### config.mk
export PLATFORM = sky130hd
export DESIGN_NAME = encoder_stepper_motor_controller
export DESIGN_NICKNAME = d
export VERILOG_FILES = /design/src/hw/rtl/esmc_pkg.sv /design/src/hw/rtl/esmc_queue.sv /design/src/hw/rtl/esmc_front.sv /design/src/hw/rtl/esmc_back.sv /design/src/hw/rtl/encoder_stepper_motor_controller.sv
export SDC_FILE = /design/constraint.sdc
export NUM_CORES = 1
export LEC_CHECK = 0
export BUFFER_PORTS_ARGS = -buffer_cell sky130_fd_sc_hd__clkbuf_2
export CAP_MARGIN = 25
export CELL_PAD_IN_SITES_DETAIL_PLACEMENT = 0
export CELL_PAD_IN_SITES_GLOBAL_PLACEMENT = 2
export CORE_UTILIZATION = 36
export CTS_CLUSTER_DIAMETER = 50
export DETAILED_ROUTE_END_ITERATION = 12
export GPL_TIMING_DRIVEN = 0
export PLACE_DENSITY = 0.87
export SLEW_MARGIN = 20
export SYNTH_ARGS = -nofsm -noshare
export SYNTH_HDL_FRONTEND = slang
export SYNTH_SLANG_ARGS = --single-unit
export TNS_END_PERCENT = 20
### constraint.sdc
create_clock -name clk -period 4.5 [get_ports clk]
set_input_delay 0.45 -clock clk [delete_from_list [all_inputs] [get_ports clk]]
set_output_delay 0.45 -clock clk [all_outputs]
set_load 0.03 [all_outputs]
### src/hw/rtl/esmc_pkg.sv
// Types, codes and helper functions shared by the encoder stepper motor controller.
`default_nettype none
package esmc_pkg;

  localparam int KNOB_MAX    = 9;
  localparam int FAST_STEP   = 10;
  localparam int PHASE_COUNT = 4;
  localparam int SHOW_WIDTH  = 16;

  typedef enum logic [1:0] {
    KIND_ENCODER = 2'd0,
    KIND_BUTTONS = 2'd1,
    KIND_TICK    = 2'd2,
    KIND_NONE    = 2'd3
  } kind_t;

  typedef enum logic [3:0] {
    OP_ENCODER = 4'b0001,
    OP_BUTTONS = 4'b0010,
    OP_TICK    = 4'b0100,
    OP_IGNORE  = 4'b1000
  } op_t;

  typedef enum logic [1:0] {
    MODE_FOLLOW  = 2'd0,
    MODE_FORWARD = 2'd1,
    MODE_REVERSE = 2'd2,
    MODE_STOPPED = 2'd3
  } mode_t;

  typedef struct packed {
    logic [1:0] kind;
    logic       clk_level;
    logic       dt_level;
    logic       switch_pressed;
    logic [3:0] buttons;
  } item_t;

  typedef struct packed {
    op_t        op;
    logic       clk_level;
    logic       dt_level;
    logic       switch_pressed;
    logic [3:0] buttons;
  } cmd_t;

  typedef struct packed {
    logic [3:0]            coils;
    logic [SHOW_WIDTH-1:0] shown_value;
    logic [1:0]            mode;
    logic [SHOW_WIDTH-1:0] position;
  } result_t;

  function automatic logic [2:0] phase_forward(input logic [2:0] p);
    return (p >= 3'(PHASE_COUNT)) ? 3'd1 : p + 3'd1;
  endfunction

  function automatic logic [2:0] phase_back(input logic [2:0] p);
    return (p <= 3'd1 || p > 3'(PHASE_COUNT)) ? 3'(PHASE_COUNT) : p - 3'd1;
  endfunction

  function automatic logic phase_drives(input logic [2:0] p);
    return (p >= 3'd1) && (p <= 3'(PHASE_COUNT));
  endfunction

  function automatic logic [3:0] phase_coil(input logic [2:0] p);
    return 4'(4'b0001 << (p - 3'd1));
  endfunction

endpackage
`default_nettype wire

### src/hw/rtl/esmc_queue.sv
// Two-entry word queue with registered head and tail slots.
`default_nettype none
module esmc_queue #(
  parameter int WIDTH = 8
) (
  input  wire logic             clk,
  input  wire logic             rst,
  input  wire logic             push,
  input  wire logic [WIDTH-1:0] push_word,
  output logic                  full,
  input  wire logic             pop,
  output logic                  empty,
  output logic [WIDTH-1:0]      head_word
);

  logic             head_valid;
  logic             tail_valid;
  logic [WIDTH-1:0] head;
  logic [WIDTH-1:0] tail;
  logic             do_push;
  logic             do_pop;

  assign full      = tail_valid;
  assign empty     = !head_valid;
  assign head_word = head;
  assign do_push   = push && !tail_valid;
  assign do_pop    = pop && head_valid;

  always_ff @(posedge clk) begin
    if (rst) begin
      head_valid <= 1'b0;
      tail_valid <= 1'b0;
    end else if (do_pop) begin
      head_valid <= tail_valid || do_push;
      tail_valid <= 1'b0;
    end else if (do_push) begin
      if (head_valid) begin
        tail_valid <= 1'b1;
      end else begin
        head_valid <= 1'b1;
      end
    end
  end

  always_ff @(posedge clk) begin
    if (do_pop) begin
      head <= tail_valid ? tail : push_word;
    end else if (do_push) begin
      if (head_valid) begin
        tail <= push_word;
      end else begin
        head <= push_word;
      end
    end
  end

endmodule
`default_nettype wire

### src/hw/rtl/esmc_front.sv
// Front end: accepts event words and classifies them into commands.
`default_nettype none
module esmc_front (
  input  wire logic           clk,
  input  wire logic           rst,
  input  wire logic           push,
  input  wire esmc_pkg::item_t item,
  output logic                full,
  output logic                cmd_valid,
  output esmc_pkg::cmd_t      cmd,
  input  wire logic           cmd_full
);
  import esmc_pkg::*;

  logic  valid;
  cmd_t  held;
  op_t   op_next;
  logic  take;

  always_comb begin
    unique case (kind_t'(item.kind))
      KIND_ENCODER: op_next = OP_ENCODER;
      KIND_BUTTONS: op_next = OP_BUTTONS;
      KIND_TICK:    op_next = OP_TICK;
      default:      op_next = OP_IGNORE;
    endcase
  end

  assign full      = valid && cmd_full;
  assign take      = push && !full;
  assign cmd_valid = valid;
  assign cmd       = held;

  always_ff @(posedge clk) begin
    if (rst) begin
      valid <= 1'b0;
    end else if (take) begin
      valid <= 1'b1;
    end else if (!cmd_full) begin
      valid <= 1'b0;
    end
  end

  always_ff @(posedge clk) begin
    if (take) begin
      held.op             <= op_next;
      held.clk_level      <= item.clk_level;
      held.dt_level       <= item.dt_level;
      held.switch_pressed <= item.switch_pressed;
      held.buttons        <= item.buttons;
    end
  end

endmodule
`default_nettype wire

### src/hw/rtl/esmc_back.sv
// Back end: carries out commands on the controller state and emits result words.
`default_nettype none
module esmc_back #(
  parameter int COUNT_WIDTH = 16
) (
  input  wire logic             clk,
  input  wire logic             rst,
  input  wire logic             cmd_valid,
  input  wire esmc_pkg::cmd_t   cmd,
  output logic                  cmd_pop,
  output logic                  res_push,
  output esmc_pkg::result_t     res,
  input  wire logic             res_full
);
  import esmc_pkg::*;

  localparam int CW = COUNT_WIDTH;

  mode_t         run_mode,   run_mode_next;
  logic [CW-1:0] knob_value, knob_value_next;
  logic [CW-1:0] goal,       goal_next;
  logic [CW-1:0] step_count, step_count_next;
  logic [2:0]    phase,      phase_next;
  logic          last_clock, last_clock_next;
  logic [3:0]    wait_count, wait_count_next;
  logic [3:0]    coil_hold,  coil_hold_next;

  logic          fire;
  logic [CW-1:0] knob_delta;
  logic [CW-1:0] knob_moved;
  logic [2:0]    phase_new;
  logic [31:0]   knob_wide;
  logic [31:0]   step_wide;

  assign fire     = cmd_valid && !res_full;
  assign cmd_pop  = fire;
  assign res_push = fire;

  always_comb begin
    run_mode_next   = run_mode;
    knob_value_next = knob_value;
    goal_next       = goal;
    step_count_next = step_count;
    phase_next      = phase;
    last_clock_next = last_clock;
    wait_count_next = wait_count;
    coil_hold_next  = coil_hold;
    phase_new       = phase;
    knob_delta = (cmd.switch_pressed && run_mode == MODE_FOLLOW) ? CW'(FAST_STEP) : CW'(1);
    knob_moved = cmd.dt_level ? knob_value - knob_delta : knob_value + knob_delta;

    unique case (cmd.op)
      OP_ENCODER: begin
        if (cmd.clk_level != last_clock) begin
          if (!cmd.clk_level) begin
            knob_value_next = knob_moved;
            goal_next       = knob_moved;
          end else begin
            goal_next = knob_value;
          end
        end
        if (run_mode == MODE_FORWARD || run_mode == MODE_REVERSE) begin
          if ($signed(knob_value_next) > $signed(CW'(KNOB_MAX))) begin
            knob_value_next = CW'(KNOB_MAX);
          end else if (knob_value_next[CW-1]) begin
            knob_value_next = '0;
          end
        end
        last_clock_next = cmd.clk_level;
      end
      OP_BUTTONS: begin
        if (cmd.buttons[0]) begin
          step_count_next = '0;
          goal_next       = '0;
        end
        if (cmd.buttons[2:0] != 3'b000) begin
          knob_value_next = '0;
        end
        priority if (cmd.buttons[3]) begin
          run_mode_next = MODE_STOPPED;
        end else if (cmd.buttons[2]) begin
          run_mode_next = MODE_REVERSE;
        end else if (cmd.buttons[1]) begin
          run_mode_next = MODE_FORWARD;
        end else if (cmd.buttons[0]) begin
          run_mode_next = MODE_FOLLOW;
        end
        wait_count_next = '0;
      end
      OP_TICK: begin
        unique case (run_mode)
          MODE_FOLLOW: begin
            if ($signed(goal) > $signed(step_count)) begin
              step_count_next = step_count + CW'(1);
              phase_new       = phase_forward(phase);
              phase_next      = phase_new;
              coil_hold_next  = phase_coil(phase_new);
            end else if ($signed(goal) < $signed(step_count)) begin
              step_count_next = step_count - CW'(1);
              phase_new       = phase_back(phase);
              phase_next      = phase_new;
              coil_hold_next  = phase_coil(phase_new);
            end
          end
          MODE_FORWARD, MODE_REVERSE: begin
            if (wait_count == 4'd0) begin
              if (phase_drives(phase)) begin
                coil_hold_next = phase_coil(phase);
              end
              phase_next = (run_mode == MODE_FORWARD) ? phase_forward(phase)
                                                      : phase_back(phase);
              if ($signed(knob_value) > $signed(CW'(KNOB_MAX))) begin
                wait_count_next = 4'd0;
              end else if (knob_value[CW-1]) begin
                wait_count_next = 4'(KNOB_MAX);
              end else begin
                wait_count_next = 4'(KNOB_MAX) - knob_value[3:0];
              end
            end else begin
              wait_count_next = wait_count - 4'd1;
            end
          end
          default: begin
            knob_value_next = '0;
            coil_hold_next  = '0;
          end
        endcase
      end
      default: begin
      end
    endcase
  end

  always_ff @(posedge clk) begin
    if (rst) begin
      run_mode   <= MODE_FOLLOW;
      knob_value <= '0;
      goal       <= '0;
      step_count <= '0;
      phase      <= '0;
      last_clock <= 1'b1;
      wait_count <= '0;
      coil_hold  <= '0;
    end else if (fire) begin
      run_mode   <= run_mode_next;
      knob_value <= knob_value_next;
      goal       <= goal_next;
      step_count <= step_count_next;
      phase      <= phase_next;
      last_clock <= last_clock_next;
      wait_count <= wait_count_next;
      coil_hold  <= coil_hold_next;
    end
  end

  assign knob_wide = 32'(knob_value_next);
  assign step_wide = 32'(step_count_next);

  assign res.coils       = coil_hold_next;
  assign res.shown_value = knob_wide[SHOW_WIDTH-1:0];
  assign res.mode        = run_mode_next;
  assign res.position    = step_wide[SHOW_WIDTH-1:0];

endmodule
`default_nettype wire

### src/hw/rtl/encoder_stepper_motor_controller.sv
// Top level of the rotary encoder stepper motor controller.
// Event words (encoder pin sample, button sample, tick) enter through a
// push/full port and each yields exactly one result word (coil drive, knob
// value, mode, step position) on an empty/pop port, in order. One event is
// taken every clock cycle when results are popped as fast; the rate is set by
// the back end, which updates all controller state from each command it pops.
// An event passes through a classify register, a two-word command queue and a
// two-word result queue, so either side may stall without losing words. Knob,
// goal and step count are COUNT_WIDTH bits wide and wrap, but the knob is
// clamped to 0..KNOB_MAX on encoder events in the forward and reverse modes;
// the result shows the low 16 bits of the knob and the step count.
`default_nettype none
module encoder_stepper_motor_controller #(
  parameter int COUNT_WIDTH = 16
) (
  input  wire logic              clk,
  input  wire logic              rst,
  input  wire logic              push,
  input  wire esmc_pkg::item_t   item,
  output logic                   full,
  output logic                   empty,
  input  wire logic              pop,
  output esmc_pkg::result_t      result
);
  import esmc_pkg::*;

  logic    front_valid;
  cmd_t    front_cmd;
  logic    cmd_full;
  logic    cmd_empty;
  logic [$bits(cmd_t)-1:0] cmd_word;
  cmd_t    cmd_head;
  logic    cmd_pop;
  logic    res_push;
  result_t res_word;
  logic    res_full;
  logic [$bits(result_t)-1:0] res_head;

  esmc_front u_front (
    .clk       (clk),
    .rst       (rst),
    .push      (push),
    .item      (item),
    .full      (full),
    .cmd_valid (front_valid),
    .cmd       (front_cmd),
    .cmd_full  (cmd_full)
  );

  esmc_queue #(
    .WIDTH ($bits(cmd_t))
  ) u_cmd_queue (
    .clk       (clk),
    .rst       (rst),
    .push      (front_valid),
    .push_word (front_cmd),
    .full      (cmd_full),
    .pop       (cmd_pop),
    .empty     (cmd_empty),
    .head_word (cmd_word)
  );

  assign cmd_head = cmd_t'(cmd_word);

  esmc_back #(
    .COUNT_WIDTH (COUNT_WIDTH)
  ) u_back (
    .clk       (clk),
    .rst       (rst),
    .cmd_valid (!cmd_empty),
    .cmd       (cmd_head),
    .cmd_pop   (cmd_pop),
    .res_push  (res_push),
    .res       (res_word),
    .res_full  (res_full)
  );

  esmc_queue #(
    .WIDTH ($bits(result_t))
  ) u_res_queue (
    .clk       (clk),
    .rst       (rst),
    .push      (res_push),
    .push_word (res_word),
    .full      (res_full),
    .pop       (pop),
    .empty     (empty),
    .head_word (res_head)
  );

  assign result = result_t'(res_head);

endmodule
`default_nettype wire
### Word level (Yosys, flattened, before mapping)

Index checks and enable logic that the tools add are counted.

* add/subtract/negate cells: 10
* equality and inequality tests: 16
* mux-type cells: 57
* bitwise logic cells: 2
* magnitude comparators: 9
* reductions and logical operators: 40
* shift-type cells: 3

Operators with widths (count)
* $mux W16: 14
* $mux W38: 4
* $pmux W16 S2: 2
* $pmux W16 S3: 1
* $mux W11: 4
* $mux W4: 10
* $gt A16 B5 Y1 const B: 2
* $mux W3: 6
* $add A16 B1 Y16 const B: 1
* $add A16 B16 Y16: 1
* $gt A16 B16 Y1: 1
* $lt A16 B16 Y1: 1
* $pmux W4 S2: 2
* $sub A16 B1 Y16 const B: 1
* $sub A16 B16 Y16: 1
* $mux W15: 1
* $pmux W4 S3: 1
* $shl A1 B3 Y4 const A: 3
* $mux W2: 5
* $reduce_and A2 Y1: 5
* $reduce_bool A2 Y1: 5
* $logic_and A1 B1 Y1: 9
* $reduce_and A3 Y1: 3
* $sub A3 B1 Y3 const B: 3
* other kinds (29): 51

* bits in registers: 176
* bits of input ports: 13

### Logic depth before layout (Yosys ltp)

Gate-level depths: netlist (run 1).

* depth after elaboration: 15
* gate-level depth with buffers: 19
* gate-level depth less buffers: 16

### By module

A second synthesis (run 1) with hierarchy kept.

* cell total of the unflattened synthesis: 1023
* area, all modules: 10107.2 um2

Modules (own cells, without submodules)
* esmc_back: area an instance 5846.9 um2, instances 1, sequential area each 1241.2 um2, cells an instance 824
* esmc_queue (u_res_queue): area an instance 2924.1 um2, instances 1, sequential area each 2322.2 um2, cells an instance 131
* esmc_queue (u_cmd_queue): area an instance 933.4 um2, instances 1, sequential area each 700.7 um2, cells an instance 47
* esmc_front: area an instance 399.1 um2, instances 1, sequential area each 350.3 um2, cells an instance 20
* encoder_stepper_motor_controller: area an instance 3.8 um2, instances 1, sequential area each 0.0 um2, cells an instance 1

### Worst setup path after synthesis (run 1)

OpenSTA, ideal clock, no wires.

* kind: register to register
* from: reg u_back.run_mode[1]
* to: reg u_back.knob_value[2]
* setup slack: -0.351 ns
* period minus slack after synthesis: 4.851 ns
* stages on the path, launching flop included: 20
* arrival: 4.776 ns
* cell sequence: dfxtp_1 -> inv_1 -> ha_1 -> clkbuf_1 -> buf_1 -> nand2_1 -> ha_1 -> or2_2 -> ha_1 -> fa_1 -> nand2b_1 -> a211oi_2 -> o211ai_1 -> mux2i_1 -> a2111oi_4 -> nand4_2 -> o41a_1 -> buf_6 -> or4_1 -> o21ai_0

* word-level cells in the longest chain between the ends: 12
* elaborated cells between the ends (all ways): 19
* those cells by class: 2 x add/sub; 1 x order compare; 2 x eq/ne; 10 x mux; 4 x reduce/logical

RTL lines
* start: declaration: RTL line esmc_back.sv:19 `mode_t run_mode, run_mode_next;`
* start signal: assignment: RTL line esmc_back.sv:145 `run_mode <= run_mode_next;`
* $logic_not A2 Y1: RTL line esmc_back.sv:49, esmc_back.sv:91
* $logic_and A1 B1 Y1: RTL line esmc_back.sv:49 `knob_delta = (cmd.switch_pressed && run_mode == MODE_FOLLOW) ? CW'(FAST_STEP) : CW'(1);`
* $mux W4: RTL line esmc_back.sv:49
* $add A16 B16 Y16 / $sub A16 B16 Y16 (equally long branches): RTL line esmc_back.sv:50 `knob_moved = cmd.dt_level ? knob_value - knob_delta : knob_value + knob_delta;`
* $mux W16: RTL line esmc_back.sv:50
* $mux W16: RTL line esmc_back.sv:55 `if (!cmd.clk_level) begin`
* $mux W16: RTL line esmc_back.sv:54 `if (cmd.clk_level != last_clock) begin`
* $mux W16: RTL line esmc_back.sv:52 `unique case (cmd.op)`
* $gt A16 B5 Y1 / $mux W15 (equally long branches): RTL line esmc_back.sv:63, esmc_back.sv:65
* $mux W16: RTL line esmc_back.sv:63 `if ($signed(knob_value_next) > $signed(CW'(KNOB_MAX))) begin`
* $mux W16: RTL line esmc_back.sv:62 `if (run_mode == MODE_FORWARD || run_mode == MODE_REVERSE) begin`
* $pmux W16 S3 *: RTL line esmc_back.sv:52
* end signal: assignment: RTL line esmc_back.sv:146 `knob_value <= knob_value_next;`
* end: declaration: RTL line esmc_back.sv:20 `logic [CW-1:0] knob_value, knob_value_next;`

Mark *: on every way between the ends. The rest lies on a longest branch, timed or not. The select of a mux whose other input is x is not followed.
A chain may end at the register's enable or synchronous reset.

==> results.py, run 1 <==
metrics = {
    "setup_path": {
        "worstSetupEndpointType": "register",
        "cp_slowest_cell": "o41a_1",
        "start_kind": "register",
        "worstSetupPathType": "register to register",
        "cpMostUsedCell": "ha_4",
        "worst_path_dominant_cell_family": "compound AO/OA/AOI/OAI gates",
        "required_ns": 4.81,
        "critPathMaxStageDelay_ns": 0.51,
        "crit_fanout": 7,
        "critPathBufInv": 3,
        "crit_path_cell_trace": "inv_2 > ha_4 > nand2_4 > ha_2 > or2_4 > ha_4 > fa_2 > nand2b_4 > a211oi_4 > buf_4 > o21ai_2 > a21boi_2 > o31ai_4 > a2111o_1 > o41a_1 > buf_6 > o31ai_2 > mux2_2",
        "cp.arrival_ns": 4.77,
    },
    "power": {
        "p_sw_mw": 1.14,
        "p_clk_share_pct": 40.5,
        "p_comb_share_pct": 13.8,
        "power-per-cell-area_mw_per_mm2": 311,
        "p_int_mw": 2.73,
        "seq_power_share_pct": 45.8,
        "cellLeakagePower_nw": 4.64,
        "swShare_pct": 29.6,
        "peakVddDrop_mv": 0.240,
    },
    "global_routing": {
        "grt_first_pass_wirelength_um": 52100,
        "grt.total_usage_pct": 22.2,
        "grt-ovfl-total": 0,
        "antenna_found_initial": 1,
        "grt_pass1_vias": 8907,
        "grt_max_degree": 26,
    },
    "timing": {
        "fin_skew_ns": 0.0137,
        "relSlewSlack_pct": 34.5,
        "fin_crit_ns": 4.46,
        "fin_crit_sh_pct": 99.1,
        "max_freq_mhz": 224,
        "fin_ws_ns": 0.0410,
        "final_hold_viol_count": 0,
        "worst_slew_pin_slew_ns": 0.977,
        "setup-violations-final": 0,
        "slew_viol_final": 0,
    },
    "route": {
        "drt-total-wl_um": 33700,
        "viasPerCell": 5.78,
        "postRouteAntennaNets": 0,
        "drtPass1Iterations": 5,
        "post-route-drc-count": 0,
        "num_vias": 9571,
        "wl_per_cell_um": 20.4,
        "drtIter0Drc": 845,
    },
    "yosys": {
        "synth_nets": 1233,
        "syn_area_per_cell_um2": 9.19,
        "seq_area_frac_synth_pct": 43.0,
        "ys_warn_count": 0,
        "yosysUniqueCellTypes": 80,
        "synthFlopType": "edfxtp_1",
        "syn_inst": 1169,
        "ys_ff_latch": 176,
        "syn_area_mm2": 0.0107,
        "synth_edf_count": 109,
        "synthArstFlopShare_pct": 0,
    },
    "die": {
        "dieArea_mm2": 0.0305,
        "core.rowCount": 62,
        "core_area_mm2": 0.0290,
        "die_w_um": 175,
        "boundaryPins": 53,
        "initial_core_util_pct": 37.0,
        "die_y_um": 175,
    },
    "final_layout": {
        "area_growth_pct": 15.8,
        "antenna_cells": 0,
        "layout.nets": 1322,
        "design_area_mm2": 0.0124,
        "layout_common_cells": "nand2_1 (114), nor2_1 (111), edfxtp_1 (109), a21oi_1 (77), dfxtp_1 (65)",
        "drive_gt1_share_pct": 15.3,
        "final.fill_count": 2882,
        "layout.cells.most_common": "nand2_1",
    },
    "placement": {
        "post-place-ws_ns": -0.739,
        "portBuffers": 51,
        "place_area_mm2": 0.0116,
        "hpwl_um": 25000,
        "gp_congestion": 0.911,
    },
    "cts": {
        "cts_max_level": 4,
        "clock-sinks": 176,
        "clockBufferDepth": 2,
        "cts_tree": "yes",
        "path_clk_slew_ns": 0.08,
        "cts_buffers": 17,
        "cts_hold_buf": 0,
        "clock_latency_ns": 0.44,
        "root_buffer": "clkbuf_16",
    },
    "outcome": {
        "status": "complete, no violations",
    },
    "hold_path": {
        "holdCritPathClass": "primary input to register",
    },
    "flow_run": {
        "cap_violations": 0,
    },
}
==> final cells by class <==
cell class,count,area [um^2],share of cell area (%)
plain buffers,69,282,2.26
repair buffers,72,438,3.52
clock buffers,18,429,3.45
clock inverters,14,185,1.49
well taps,384,480,3.86
multi-input cells,880,5840,47.0
flip-flops and latches,176,4620,37.1
inverters,42,160,1.29
==> worst paths after layout <==
| kind | slack (ns) | cells after the start | endpoint | start |
|---|---|---|---|---|
| max | 0.04 | 18 | u_res_queue.head_word[24]$_DFFE_PP_ | u_back.run_mode[1]$_SDFFE_PP0P_ |
| min | 0.18 | 1 | u_front.cmd[4]$_DFFE_PP_ | item[4] |
| max reg2reg | 0.04 | 18 | u_res_queue.head_word[24]$_DFFE_PP_ | u_back.run_mode[1]$_SDFFE_PP0P_ |
| min reg2reg | 0.46 | 0 | u_cmd_queue.tail[3]$_DFFE_PP_ | u_front.cmd[3]$_DFFE_PP_ |
==> registers in the layout (all words and copies together), names as in the netlist, 3 cells and up <==
signal,count
u_res_queue.tail,38
u_cmd_queue.tail,11
u_front.cmd,11
u_back.knob_value,16
u_back.step_count,16
u_cmd_queue.head_word,11
u_res_queue.head_word,38
u_back.goal,16
u_back.coil_hold,4
u_back.wait_count,4
u_back.phase,3
==> worst reg2reg max path: stages (launching register included) <==
cell	delay [ns]
dfxtp_2	0.34
inv_2	0.09
ha_4	0.17
nand2_4	0.05
ha_2	0.16
or2_4	0.26
ha_4	0.16
fa_2	0.37
nand2b_4	0.18
a211oi_4	0.31
buf_4	0.16
o21ai_2	0.07
a21boi_2	0.22
o31ai_4	0.09
a2111o_1	0.46
o41a_1	0.51
buf_6	0.19
o31ai_2	0.32
mux2_2	0.22
==> kinds of logic (layout without fill, tap and decap cells) <==
logic type / count (synthesis) / after routing / share of synthesized area, %
mux: 45 / 45 / 4.61
fa+ha+maj: 51 / 51 / 6.01
buf+inv: 113 / 215 / 4.15
compound gates: 331 / 331 / 21.1
simple gates: 438 / 438 / 20.0
xor+xnor: 15 / 15 / 1.22
flops: 176 / 176 / 43.0
==> cells in the mapped netlist, types with 22 or more instances <==
cell,n,area [um^2]
a21o_1,25,188
nand4_1,27,169
mux2_2,36,405
nor2_1,111,417
nor3_1,46,230
ha_1,50,626
a31oi_1,25,156
nand3_1,28,140
nand2_1,115,432
a21oi_1,77,385
o21ai_0,65,325
clkbuf_1,55,206
inv_1,41,154
edfxtp_1,109,3270
or3_1,22,138
dfxtp_1,67,1340
==> per-stage QoR <==
step | std cells | TNS [ns] | util (%) | power (mW) | hold WS [ns]
after floorplan | 1169 | 0 | - | 2.14 | 0.420
after global placement | 1604 | -178.93 | 39.6 | 2.30 | 0.437
after detailed placement | 1609 | -16.80 | 39.9 | 2.30 | 0.434
after CTS | 1647 | 0 | 42.3 | 3.86 | 0.172
after global routing | 1655 | -0.203 | 42.9 | 4.00 | 0.167
final | 1655 | 0 | 42.9 | 3.87 | 0.179
==> power by group through the flow <==
| stage | clock, mW | sequential, mW | combinational, mW |
|---|---|---|---|
| 5_1_grt | 1.65 | 1.77 | 0.573 |
| 6_report | 1.57 | 1.77 | 0.532 |
| 4_1_cts | 1.59 | 1.77 | 0.506 |
| 3_5_place_dp | 0 | 1.81 | 0.491 |
| 2_1_floorplan | 0 | 1.83 | 0.308 |
| 3_3_place_gp | 0 | 1.81 | 0.484 |
==> routing by layer <==
layer | part of all wire [%] | GRT usage [%] | vias up
li1 | - | - | 4590
met1 | 47 | 31.4 | 4614
met2 | 45 | 34.7 | 316
met3 | 5.9 | 3.26 | 49
met4 | 2.0 | 6.99 | 2
met5 | 0.024 | 0 | -
==> repair_timing <==
item                                   in CTS  in global routing
gates resized for setup                     7                 26
setup endpoints to repair                  30                 28
endpoints found under the hold margin       0                  0
pin swaps                                   7                 11
cloned                                      1                  0
buffers inserted                            7                  7
Power figures use the tool's default switching activity.
==> inputs of run 2 (changes only) <==
- PLACE_DENSITY: 0.87 -> 0.86
- SYNTH_HIERARCHICAL: default -> 1
==> results.py, run 2 <==
metrics = {
    "die": {
        "die_w_um": 170,
        "core_area_mm2": 0.0273,
        "boundaryPins": 53,
        "die_y_um": 170,
        "initial_core_util_pct": 37.1,
        "core.rowCount": 60,
        "dieArea_mm2": 0.0287,
    },
    "flow_run": {
        "cap_violations": 0,
    },
    "setup_path": {
        "reg2reg_depth": 19,
        "worstSetupPathType": "register to register",
        "start_kind": "register",
        "worstSetupEndpointType": "register",
        "reg2reg_slack_ns": 0.24,
        "cp_slowest_cell": "fa_2",
        "required_ns": 4.69,
        "crit_path_cell_trace": "inv_4 > ha_4 > clkbuf_16 > nand2_2 > ha_1 > or2_2 > ha_2 > fa_2 > nor2b_4 > o2111ai_4 > nand2_2 > a21oi_1 > xor2_2 > o2111ai_2 > o41ai_4 > buf_4 > a31o_4 > a32o_2 > mux2_4",
        "critPathMaxStageDelay_ns": 0.37,
        "crit_fanout": 7,
        "cpMostUsedCell": "nand2_2",
        "timing.rr.start": "u_back/run_mode[1]$_SDFFE_PP0P_",
        "cp.arrival_ns": 4.45,
        "rr_endpoint": "u_res_queue/head_word[25]$_DFFE_PP_",
    },
    "yosys": {
        "ys_warn_count": 6,
        "syn_area_mm2": 0.0101,
        "seq_area_frac_synth_pct": 45.7,
        "ys_ff_latch": 176,
        "synthArstFlopShare_pct": 0,
        "yosysUniqueCellTypes": 76,
        "synthFlopType": "edfxtp_1",
        "synthTopCellsByCount": "edfxtp_1 (109), o21ai_0 (92), nor2_1 (85)",
        "syn_area_per_cell_um2": 9.88,
        "yosysMostFrequentCell": "edfxtp_1",
        "syn_inst": 1023,
        "yosys.area.top_type_share_pct": 32.4,
        "synth.area.top_cells": "edfxtp_1 (32%), dfxtp_1 (13%), ha_1 (6.2%)",
        "synth_top_cell_by_area": "edfxtp_1",
        "synth_nets": 1087,
        "synth_edf_count": 109,
    },
    "cts": {
        "clockBufferDepth": 2,
        "clock-sinks": 176,
        "cts_buffers": 17,
        "root_buffer": "clkbuf_16",
        "cts_hold_buf": 0,
        "cts_tree": "yes",
        "clock_latency_ns": 0.43,
        "path_clk_slew_ns": 0.07,
        "cts_max_level": 4,
    },
    "timing": {
        "setup-violations-final": 0,
        "fin_ws_ns": 0.241,
        "slew_viol_final": 0,
        "fin_crit_ns": 4.26,
        "hold_ws_ns": 0.189,
        "worst_slew_pin_slew_ns": 1.03,
        "relSlewSlack_pct": 31.4,
        "max_freq_mhz": 235,
        "fin_crit_sh_pct": 94.6,
        "final_hold_viol_count": 0,
        "rsz0062_at_grt": "false",
        "fin_skew_ns": 0.0121,
    },
    "hold_path": {
        "hp-start": "item[2]",
        "worstHoldEndpoint": "u_front/cmd[2]$_DFFE_PP_",
        "min_path_cells": 1,
        "holdCritPathClass": "primary input to register",
    },
    "global_routing": {
        "grt_pass1_vias": 7547,
        "grt_max_degree": 24,
        "grt_first_pass_wirelength_um": 42500,
        "grt-ovfl-total": 0,
        "antenna_found_initial": 0,
        "grt.total_usage_pct": 19.2,
    },
    "final_layout": {
        "antenna_cells": 0,
        "drive_gt1_share_pct": 21.5,
        "area_growth_pct": 18.4,
        "layout_common_cells": "edfxtp_1 (109), nor2_1 (84), o21ai_0 (82), nand2_1 (77), a21oi_1 (66)",
        "layout.cells.most_common": "edfxtp_1",
        "layout.nets": 1186,
    },
    "power": {
        "cellLeakagePower_nw": 4.43,
        "finalPower_mw": 3.72,
        "power-per-cell-area_mw_per_mm2": 311,
        "peakVddDrop_mv": 0.278,
    },
    "route": {
        "post-route-drc-count": 0,
        "wl_met2_um": 12300,
        "num_vias": 8150,
        "drt-total-wl_um": 27100,
        "wl_met3_um": 993,
        "postRouteAntennaNets": 0,
        "wl_met1_um": 13300,
        "route.top_layer_used": "met4",
        "drtIter0Drc": 509,
        "viasPerCell": 5.41,
        "wl_per_cell_um": 18.0,
        "drtPass1Iterations": 5,
    },
    "placement": {
        "gp_congestion": 0.883,
        "post-place-ws_ns": -1.52,
        "portBuffers": 52,
        "hpwl_um": 20400,
    },
    "outcome": {
        "status": "complete, no violations",
    },
}
run 2: changes by cell type in the layout (fill, tap and decap cells not counted), moves of 13 or more:
cell / previous run / this run
nand2_1: 114 / 77
mux2_4: 0 / 30
nor2_1: 111 / 84
nor3_1: 44 / 20
o21ai_0: 62 / 82
a21o_1: 25 / 8
nand4_1: 27 / 12
mux2_2: 36 / 22
a31oi_1: 24 / 11
run 2: how the worst max path moves through the flow:
stage	slack (ns)	cells past startpoint	to	startpoint
floorplan	-0.13	9	u_res_queue/tail[0]$_DFFE_PP_	u_cmd_queue/head_valid$_SDFFE_PP0P_
global placement	-2.42	9	u_res_queue/tail[27]$_DFFE_PP_	u_cmd_queue/head_valid$_SDFFE_PP0P_
detailed placement	-1.52	19	u_res_queue/head_word[19]$_DFFE_PP_	u_back/run_mode[0]$_SDFFE_PP0P_
CTS	0.008	20	u_res_queue/head_word[25]$_DFFE_PP_	u_back/run_mode[1]$_SDFFE_PP0P_
global route	0.06	19	u_res_queue/head_word[25]$_DFFE_PP_	u_back/run_mode[0]$_SDFFE_PP0P_
finish	0.24	19	u_res_queue/head_word[25]$_DFFE_PP_	u_back/run_mode[1]$_SDFFE_PP0P_
run 2: layout make-up:
| class | instances | area, um^2 |
|---|---|---|
| buffer | 50 | 246 |
| clock buffer | 19 | 433 |
| clock inverter | 13 | 121 |
| fill | 2621 | 15300 |
| inverter | 48 | 183 |
| multi-input combinational | 748 | 5400 |
| sequential | 176 | 4620 |
| tap | 372 | 465 |
| timing repair buffer | 81 | 494 |
run 2: layer usage:
| metal | vias up | track usage, % |
|---|---|---|
| met3 | 29 | 2.47 |
| met4 | 0 | 5.60 |
| li1 | 4010 | - |
| met2 | 190 | 30.4 |
| met5 | - | 0 |
| met1 | 3921 | 27.3 |
run 2: cells by family after synthesis:
| kind of cell | share of synthesized area [%] |
|---|---|
| adder cells (fa/ha/maj) | 6.39 |
| flip-flops | 45.7 |
| AO/OA/AOI/OAI | 18.9 |
| AND/OR/NAND/NOR | 16.1 |
| buffers and inverters | 4.05 |
| multiplexers | 7.60 |
| XOR/XNOR | 1.39 |
run 2: repair_timing:
item                       CTS  global route
pin swaps                   14            13
setup endpoints to repair   47            37
setup buffers               14             9
gates resized for setup     40            35
run 2: report_power, final:
part           switching [mW]  total, mW  internal [mW]
clock network           0.690       1.42          0.729
registers              0.0264       1.79           1.76
logic                   0.335      0.509          0.174
run 2: critical path: cells and delay by family, from the launching register on:
kind            cells  cell delay, ns
fa+ha+maj           4            0.88
flops               1            0.36
mux                 1            0.25
buf+inv             3            0.40
compound gates      6            1.29
xor+xnor            1            0.21
simple gates        4            0.63
run 2: stage by stage:
stage	TNS [ns]	cell area, um^2	std cells	util (%)
CTS	0	11700	1499	43.1
detailed placement	-47.13	10900	1453	40.1
global placement	-169.84	10800	1447	39.8
global route	0	12000	1507	43.9
floorplan	-5.58	10100	1023	-
finish	0	12000	1507	43.9
